File: config.mk
export PLATFORM = sky130hd
export DESIGN_NAME = cdt_cell
export DESIGN_NICKNAME = d
export VERILOG_FILES = /design/src/design/cdt_discrete_gaussian_sampler_assert.svh /design/src/design/cdt_pkg.sv /design/src/design/cdt_cell.sv
export SDC_FILE = /design/constraint.sdc
export NUM_CORES = 1
export LEC_CHECK = 0
export BUFFER_PORTS_ARGS = -buffer_cell sky130_fd_sc_hd__buf_2
export CORE_MARGIN = 1.5
export CORE_UTILIZATION = 29
export CTS_CLUSTER_SIZE = 40
export DETAILED_ROUTE_END_ITERATION = 7
export PLACE_DENSITY = 0.62
export SLEW_MARGIN = 25
export SYNTH_ARGS = -nofsm -noshare
export SYNTH_HDL_FRONTEND = slang
export SYNTH_SLANG_ARGS = --single-unit
File: constraint.sdc
create_clock -name clock -period 12 [get_ports clock]
set_input_delay 1.8 -clock clock [delete_from_list [all_inputs] [get_ports clock]]
set_output_delay 1.8 -clock clock [all_outputs]
set_load 0.005 [all_outputs]
File: src/design/cdt_discrete_gaussian_sampler_assert.svh
// ---------------------------------------------------------------------------
// Assertion macros for the discrete Gaussian sampler
// Shared concurrent assertion forms; each use names its own label and message.
// ---------------------------------------------------------------------------
`ifndef CDT_DISCRETE_GAUSSIAN_SAMPLER_ASSERT_SVH
`define CDT_DISCRETE_GAUSSIAN_SAMPLER_ASSERT_SVH

// Same-cycle implication, disabled during reset
`define CDT_ASSERT_IMPLY(label, clk, rst, ante, cons, msg) \
   label: assert property (@(posedge clk) disable iff (rst) (ante) |-> (cons)) \
      else $error(msg);

// Next-cycle implication, disabled during reset
`define CDT_ASSERT_NEXT(label, clk, rst, ante, cons, msg) \
   label: assert property (@(posedge clk) disable iff (rst) (ante) |=> (cons)) \
      else $error(msg);

`endif

File: src/design/cdt_pkg.sv
`timescale 1ns / 1ps
// ---------------------------------------------------------------------------
// CDT sampler package
// Widths, codes and the token that walks along the cell chain.
// ---------------------------------------------------------------------------
package cdt_pkg;

   // Default and largest table depth
   localparam int CDT_TABLE_DEPTH = 64;
   localparam int CDT_MAX_DEPTH   = 256;

   // Field widths
   localparam int IDX_W      = 6;
   localparam int PROB_W     = 32;
   localparam int MOD_W      = 64;
   localparam int SAMPLE_W   = 8;
   localparam int LEN_W      = 7;
   localparam int HZW_W      = 32;
   localparam int CSR_IDX_W  = 2;
   localparam int CSR_DATA_W = 64;
   // Magnitude must hold the largest depth itself
   localparam int MAG_W      = $clog2(CDT_MAX_DEPTH + 1);

   // Reset values of the control registers
   localparam logic [MOD_W-1:0] MODULUS_RESET      = 64'd1;
   localparam logic [HZW_W-1:0] HZW_RESET          = 32'd0;
   localparam logic [LEN_W-1:0] TABLE_LENGTH_RESET = 7'd64;

   // Centre point of the uniform word
   localparam logic [PROB_W-1:0] CENTRE = 32'h8000_0000;

   typedef enum logic {
      CDT_OP_LOAD   = 1'b0,
      CDT_OP_SAMPLE = 1'b1
   } cdt_op_type;

   typedef enum logic [CSR_IDX_W-1:0] {
      CDT_CSR_MODULUS          = 2'd0,
      CDT_CSR_HALF_ZERO_WEIGHT = 2'd1,
      CDT_CSR_TABLE_LENGTH     = 2'd2
   } cdt_csr_type;

   // One item in flight along the chain
   typedef struct packed {
      logic              vld;
      logic              is_sample;
      logic [IDX_W-1:0]  entry_index;
      logic [PROB_W-1:0] operand;      // load value, or excess for a sample
      logic              positive;
      logic              zero;
      logic              found;
      logic [MAG_W-1:0]  mag;
   } cdt_token_type;

endpackage

File: src/design/cdt_cell.sv
`timescale 1ns / 1ps
// ---------------------------------------------------------------------------
// CDT chain cell
// Holds one cumulative table entry; loads write it in passing, samples test
// it against their excess and record the first hit.
// ---------------------------------------------------------------------------
module cdt_cell #(
   parameter int CELL_INDEX = 0
) (
   input  logic                         clock,
   input  logic                         reset,
   input  logic                         enable,
   input  logic [cdt_pkg::LEN_W-1:0]    table_length,
   input  cdt_pkg::cdt_token_type       tok_in,
   output cdt_pkg::cdt_token_type       tok_out
);
   import cdt_pkg::*;

   logic [PROB_W-1:0] entry_ff;
   cdt_token_type     token_ff;
   cdt_token_type     token_in;
   logic              active;
   logic              hit;
   logic              write_entry;

   // Cell takes part in the search only inside the programmed length
   assign active = (CELL_INDEX < int'(table_length));

   assign hit = tok_in.vld && tok_in.is_sample && !tok_in.zero && !tok_in.found
                && active && (entry_ff >= tok_in.operand);

   assign write_entry = enable && tok_in.vld && !tok_in.is_sample
                        && (int'(tok_in.entry_index) == CELL_INDEX);

   // Mark the first hit and record its magnitude
   always_comb begin
      token_in = tok_in;
      if (hit) begin
         token_in.found = 1'b1;
         token_in.mag   = MAG_W'(CELL_INDEX + 1);
      end
   end

   // Write the entry as a matching load passes
   always_ff @(posedge clock) begin
      if (write_entry) begin
         entry_ff <= tok_in.operand;
      end
   end

   // Advance the token to the neighbour
   always_ff @(posedge clock) begin
      if (reset) begin
         token_ff.vld <= 1'b0;
      end else if (enable) begin
         token_ff <= token_in;
      end
   end

   assign tok_out = token_ff;

endmodule

# ---- Word-level counts from Yosys, hierarchy flattened
# Cells that the tools add are included.
dict set report word_totals {
  ram_bits 0
  register_bits 84
  out_inout_bits 52
  romBits 0
  n_memories 0
  latch_bits 0
  inputBits 62
  word_cells 25
}
dict set report classes {
  eq_ne 0
  multipliers 0
  addsub 0
  div_mod_pow 0
  shifts 0
  magnitude_cmp 2
  bitwise_logic 1
  n_reduce_logical 13
  muxes 0
}
# operator count
set ops {}
lappend ops {{$ge 32x32->1} 1}
lappend ops {{$logic_and 1x1->1} 8}
lappend ops {{$lt 1x7->1 const A} 1}
lappend ops {{$logic_not 6->1} 1}
lappend ops {{$logic_not 1->1} 3}
lappend ops {{$reduce_and 2->1} 1}
lappend ops {{$not 1->1} 1}

# ---- Depth between registers and ports, before layout
# Gate-level depths: netlist (run 1).
dict set report depth {
  ltp_word 5
  mapped_depth 7
  mapped_depth_nobuf 7
}

# ---- Worst setup path before layout (run 1)
# OpenSTA, ideal clock, no wires.
dict set report synth_timing {
  path_type {input-to-reg}
  from {in tok_in[45] in the netlist's numbering}
  to {reg entry_ff[0], enable pin}
  t_required_ns 11.495
  t_arrival_ns 5.222
  path_slack_ns 6.274
  stages 3
  setup_time_ns 0.505
  n_path_buf 0
  path_cell_list {nor4_1 nand3_1 nor4_1}
}
dict set report synth_via {
  elab_chain_len 2
}
# element line_no
set synth_lines {}
lappend synth_lines {{start: declaration} cdt_cell.sv:14} ;# input cdt_pkg::cdt_token_type tok_in,
lappend synth_lines {{$logic_not 6->1} cdt_cell.sv:33} ;# && (int'(tok_in.entry_index) == CELL_INDEX);
lappend synth_lines {{$logic_and 1x1->1} cdt_cell.sv:33}
lappend synth_lines {{via write_entry} cdt_cell.sv:24} ;# logic write_entry;
lappend synth_lines {{end signal: assignment} cdt_cell.sv:47} ;# entry_ff <= tok_in.operand;
lappend synth_lines {{end: declaration} cdt_cell.sv:19} ;# logic [PROB_W-1:0] entry_ff;
# The timed path passes the listed nets, and every way through them passes these cells.
# A chain may end at the register's enable or synchronous reset.

# ---- Final worst setup path (run 1)
dict set report layout_timing {
  from {in tok_in[42] in the netlist's numbering}
  to {reg token_ff (netlist bit tok_out[0]) (data pin)}
}
dict set report layout_via {
  elab_chain_len 2
}
# element line_no
set layout_lines {}
lappend layout_lines {{$ge 32x32->1} cdt_cell.sv:30} ;# && active && (entry_ff >= tok_in.operand);
lappend layout_lines {{$logic_and 1x1->1} cdt_cell.sv:30}
lappend layout_lines {{end signal: assignment} cdt_cell.sv:56} ;# token_ff <= token_in;
lappend layout_lines {{end: declaration} cdt_cell.sv:20} ;# cdt_token_type token_ff;
# No other way between the ends.

==> results.toml, run 1 <==
[outcome]
status = "completed"

[cts]
clk_pin_slew_ns = 0.06
cts_hold_buf = 0
tritoncts = "yes"
clockBufferDepth = 2
ctsHtreeMaxLevel = 3
numCtsBuffers = 9
clkLatencyLatePin_ns = 0.33
clock_sinks = 84
post-cts-setup-buffers = 0
clk_root_buffer_cell = "clkbuf_16"
cts_resized = 0

[synthesis]
syn_inst = 219
avgSynthCellArea_um2 = 15.9
synth-edff-count = 83
syn_area_um2 = 3490
synthDistinctLibCells = 26
ys_seq_area_share_pct = 72.0
ys_ff_latch = 84
async_reset_ff_share_pct = 0
ys_warn_count = 0
synth_ff_type = "edfxtp_1"
synth_nets = 313

[run]
cap_violations = 0

[pwr]
p_total_uw = 691
power_density_nw_per_um2 = 150
p_leak_uw = 0.00195
vdd_ir_drop_max_mv = 0.0754

[die]
start_util_pct = 30.2
die_h_um = 113
fp.coreArea_um2 = 11600
io_pins = 114
die_w_um = 113
die-area_um2 = 12700
rows = 39

[detailed_routing]
met2_length_um = 3180
wl_um = 6780
ant_nets = 0
routed.top_layer = "met5"
wl_met3_um = 574
wl_met1_um = 2880
viasPerCell = 4.42
drc = 0
drt_iter0_markers = 86
wire_per_inst_um = 13.7
vias = 2178
firstDrtPassIters = 4

[finish]
area_growth_pct = 31.7
final_net_count = 439
nFillCells = 1110
stdcell_area_um2 = 4590
seqCellArea_um2 = 2510
n_antenna_cell = 0
multiInputGateArea_um2 = 857
final_layout_size_suffix_gt1_share_pct = 38.6

[placed_design]
hpwlAfterDp_um = 4900
place_ws_ns = 8.11
placed_area_um2 = 4260
gp_congestion = 0.768
port-buffer-count = 113

[timing]
tightest_slew_ns = 0.692
fmax_mhz = 287
tns_ns = 0
fin_ws_ns = 8.52
rsz0062_at_grt = "false"
hold_violations = 0
period_needed_ns = 3.48
final-setup-viol-count = 0
fin_skew_ns = 0.00453
drv_slew = 0
max-slew-margin-rel_pct = 53.9
period_share_pct = 29.0

[global_routing]
grt-ovfl-total = 0
grt_pass1_vias = 2116
grt_max_degree = 52
grt_use_total_pct = 11.2
grt_pass1_wl_um = 10500
grt_antenna_before_repair = 1

[critical_path]
end_kind = "flop"
cp.required_ns = 12.08
slowest_stage = "a221oi_1"
critical-path-max-stage-delay_ns = 0.45
crit_buf_inv = 2
crit_chain = "buf_2 -> inv_1 -> ha_1 -> a21oi_1 -> nand2_1 -> a221oi_1 -> o22ai_2 -> or3_1"
arrival_ns = 3.56
worstPathMaxFanout = 10
crit_path_start_kind = "primary input"
critPathKind = "in2reg"
crit_family = "compound AO/OA/AOI/OAI gates"

[min_path]
hp-class = "reg2reg"
## kinds of logic (layout without fill, tap and decap cells)
logic type / count (synthesis) / in the layout / share of synthesized area, %
flops: 84 / 84 / 72.0
simple gates: 43 / 43 / 7.39
fa+ha+maj: 32 / 32 / 11.5
compound gates: 24 / 24 / 5.02
mux: 1 / 1 / 0.287
buf+inv: 35 / 166 / 3.77
## tightest hold or removal path, stage by stage, from the launching register on
cell,delay (ns)
dfxtp_1,0.33
mux2i_1,0.08
nor2_1,0.09
## per-layer routing
metal,GRT usage (%),up-vias
met5,0,-
met3,4.37,13
met1,13.1,999
met2,18.0,93
li1,-,1071
met4,5.32,2
## stage by stage
step	hold slack, ns	instances	utilization, %
6_report	0.535	493	39.7
5_1_grt	0.557	493	39.7
4_1_cts	0.546	493	39.7
3_5_place_dp	0.532	477	36.8
2_1_floorplan	0.485	219	-
3_3_place_gp	0.474	477	36.8
## cells in the mapped netlist (2+ instances only)
cell | number | share of area [%]
nor3_1 | 3 | 0.43
o21ai_0 | 3 | 0.43
a221oi_1 | 2 | 0.50
nand3_1 | 6 | 0.86
edfxtp_1 | 83 | 71
nor3b_1 | 8 | 1.7
a211oi_1 | 2 | 0.43
inv_1 | 35 | 3.8
and4_1 | 3 | 0.75
nand4_1 | 3 | 0.54
nor2_1 | 3 | 0.32
nand2_1 | 9 | 0.97
ha_1 | 32 | 11
or3_1 | 2 | 0.36
a21oi_1 | 12 | 1.7
nor4_1 | 3 | 0.54
## path summary, 6_finish.rpt
| check | start | to | slack (ns) | cells past startpoint |
|---|---|---|---|---|
| setup / recovery | tok_in[42] | tok_out[0] | 8.52 | 8 |
| hold / removal | tok_out[51] | tok_out[51] | 0.53 | 2 |
| setup reg to reg | entry_ff[30] | tok_out[0] | 9.74 | 6 |
| hold reg to reg | tok_out[51] | tok_out[51] | 0.53 | 2 |
## power breakdown
group	leakage, µW	switching, µW	internal [µW]
registers	0.000775	2.56	335
logic	0.00102	23.6	21.5
clock network	0.000163	105	203
## state kept, by name, summed over array words and instances, names as in the netlist
register and cells:
tok_out 52, entry_ff 32
## cell usage in the layout (no fill, tap or decap), drive strengths merged
cell / n
nand2: 9
o2111ai: 1
nor3b: 8
nand3: 6
clkbuf: 11
buf: 115
nor3: 3
a21oi: 12
and4: 3
o22ai: 1
nand2b: 1
inv: 35
a221oi: 2
bufinv: 3
or3: 2
mux2i: 1
o21a: 1
a211oi: 2
nor2b: 1
nand4: 3
nor4: 3
nor2: 3
clkinv: 2
edfxtp: 83
dfxtp: 1
ha: 32
o21ai: 3
a2111o: 1
nand4bb: 1
a31oi: 1
## area by class of cell
class | instances | area share (%)
clock inverters | 5 | 2.18
flip-flops and latches | 84 | 54.7
clock buffers | 11 | 5.07
multi-input cells | 100 | 18.7
repair buffers | 115 | 12.6
well taps | 143 | 3.90
inverters | 35 | 2.86
Note: power is estimated with default switching activity, not from simulation.
==> run 2: changes to the inputs <==
--- a/config.mk
+++ b/config.mk
@@ -5,12 +5,13 @@
 export SDC_FILE = /design/constraint.sdc
 export NUM_CORES = 1
 export LEC_CHECK = 0
+export ABC_AREA = 1
 export BUFFER_PORTS_ARGS = -buffer_cell sky130_fd_sc_hd__buf_2
 export CORE_MARGIN = 1.5
 export CORE_UTILIZATION = 29
 export CTS_CLUSTER_SIZE = 40
 export DETAILED_ROUTE_END_ITERATION = 7
-export PLACE_DENSITY = 0.62
+export PLACE_DENSITY = 0.63
 export SLEW_MARGIN = 25
 export SYNTH_ARGS = -nofsm -noshare
 export SYNTH_HDL_FRONTEND = slang
==> constraint.sdc (replaced) <==
create_clock -name clock -period 3.1 [get_ports clock]
set_input_delay 0.465 -clock clock [delete_from_list [all_inputs] [get_ports clock]]
set_output_delay 0.465 -clock clock [all_outputs]
set_load 0.005 [all_outputs]
==> results.toml, run 2 <==
[timing]
final-setup-viol-count = 0
period_needed_ns = 1.75
hold_violations = 0
tns_ns = 0
rsz0062_at_grt = "false"
max-slew-margin-rel_pct = 51.5
period_share_pct = 56.5
fin_skew_ns = 0.00543
fmax_mhz = 571
hold-worst-slack_ns = 0.310
drv_slew = 0
tightest_slew_ns = 0.726

[cts]
clk_pin_slew_ns = 0.06
tritoncts = "yes"
clockBufferDepth = 2
numCtsBuffers = 9
clock_sinks = 84
cts_resized = 0
post-cts-setup-buffers = 0
ctsHtreeMaxLevel = 3
clk_root_buffer_cell = "clkbuf_16"
cts_hold_buf = 0
clkLatencyLatePin_ns = 0.33

[detailed_routing]
vias = 2250
drt_iter0_markers = 94
viasPerCell = 4.21
ant_nets = 0
drc = 0
firstDrtPassIters = 4
wire_per_inst_um = 13.0
wl_um = 6950

[min_path]
holdPathEnd = "tok_out[11]"
hp-class = "in2reg"
min_path_cells = 1
worstHoldStart = "tok_in[11]"

[critical_path]
r2r-start = "entry_ff[7]"
reg2reg_setup_slack_ns = 1.35
cp.required_ns = 3.19
crit_path_start_kind = "flop"
arrival_ns = 1.84
critPathKind = "reg2reg"
reg2regPathDepth = 13
end_kind = "flop"
r2r_end = "tok_out[9]"
worstPathMaxFanout = 9

[die]
die_w_um = 114
io_pins = 114
die_h_um = 114
fp.coreArea_um2 = 12000
die-area_um2 = 12900
start_util_pct = 29.7
rows = 40

[synthesis]
syn_inst = 257
ys_ff_latch = 84
avgSynthCellArea_um2 = 13.8
async_reset_ff_share_pct = 0
synth_compound_area_share_pct = 5.18
synthDistinctLibCells = 20
synth-xor-area-share_pct = 0
synth.most_common_cell = "edfxtp_1"
synth_top_area_cell = "edfxtp_1"
synth_top_area_share_pct = 70.2
synth-edff-count = 83
synth_ff_type = "edfxtp_1"
ys_seq_area_share_pct = 70.8
synthSimpleGateAreaFrac_pct = 7.29
synth_top_family_by_area = "adder cells"
netlist_top_cells_count = "edfxtp_1 (83), inv_1 (50), ha_1 (32)"
synth_nets = 351
ys_warn_count = 0
synth_adder_area_share_pct = 11.3
synthMuxAreaShare_pct = 0
ys_top_cells_by_area = "edfxtp_1 (70%), ha_1 (11%), inv_1 (5.3%), nand2_1 (3.3%), a21oi_1 (3.2%)"
syn_area_um2 = 3550

[placed_design]
port-buffer-count = 113
gp_congestion = 0.686
dp_cells = 519
hpwlAfterDp_um = 5140

[outcome]
status = "completed"

[global_routing]
grt_max_degree = 33
grt-ovfl-total = 0
grt_antenna_before_repair = 0
grt_use_total_pct = 11.2
grt_pass1_wl_um = 10800
grt_pass1_vias = 2282

[pwr]
power_density_nw_per_um2 = 548
p_leak_uw = 0.00207
vdd_ir_drop_max_mv = 0.232

[finish]
stdcell_count = 535
n_antenna_cell = 0
final_net_count = 477
mostFrequentLayoutCells = "buf_2 (113), edfxtp_1 (83), inv_1 (50)"
area_growth_pct = 30.5
final_layout_size_suffix_gt1_share_pct = 36.9
nFillCells = 1161
layout_commonest_cell = "buf_2"
postLayoutCoreUtil_pct = 38.7
largest_reg_flops = 52

[run]
cap_violations = 0
-- run 2: power by group --
part | leakage (µW) | internal (µW) | switching (µW)
Sequential | 0.000775 | 1300 | 9.84
Combinational | 0.00116 | 86.4 | 104
Clock | 0.000137 | 616 | 427
-- run 2: final cells by class --
class	count	area, µm²	share of cell area, %
clock buffers	10	229	4.94
clock inverters	6	55.1	1.19
inverters	52	195	4.21
multi-input cells	121	866	18.7
flip-flops and latches	84	2510	54.2
well taps	147	184	3.97
repair buffers	115	593	12.8
-- run 2: worst max-delay path: stages, from the launching register on --
cell and delay [ns]:
edfxtp_1 0.38, ha_1 0.30, nand2_1 0.09, inv_2 0.04, nand2_1 0.06, nand2_1 0.05
nor2_1 0.10, nand2_1 0.08, nand2_1 0.06, nand2_1 0.06, nand2_2 0.08, nand2_4 0.08
nand2_2 0.07, nand2_1 0.06
-- run 2: how the worst max path moves through the flow --
stage,start,endpoint,slack [ns],cells past startpoint
after global routing,entry_ff[7],tok_out[9],1.21,13
after global placement,tok_in[19],tok_out[0],1.13,15
after CTS,entry_ff[7],tok_out[9],1.31,13
after floorplan,tok_in[45],entry_ff[0],0.06,3
after detailed placement,tok_in[19],tok_out[9],1.07,15
final,entry_ff[7],tok_out[9],1.35,13
-- run 2: per-layer routing --
| metal | GRT usage (%) | part of all wire, % | vias to the layer above |
|---|---|---|---|
| met5 | 0 | 0 | - |
| met4 | 4.25 | 1.5 | 0 |
| met3 | 3.88 | 5.1 | 8 |
| met2 | 19.4 | 50 | 65 |
| met1 | 12.8 | 43 | 1033 |
| li1 | - | - | 1144 |
-- run 2: logic make-up (layout without fill, tap and decap cells) --
kind of cell	Yosys count	after routing
AOI/OAI and AO/OA	32	32
buffers and inverters	52	183
and+or+nand+nor	57	57
adders and majority gates	32	32
DFF	84	84
-- run 2: stage by stage --
step / power [µW] / cell area [µm²] / setup WS (ns)
after floorplan: 1410 / 3560 / 0.0585
after global placement: 1520 / 4350 / 1.13
after detailed placement: 1530 / 4350 / 1.07
after CTS: 2580 / 4630 / 1.31
after global routing: 2650 / 4630 / 1.21
final: 2540 / 4630 / 1.35
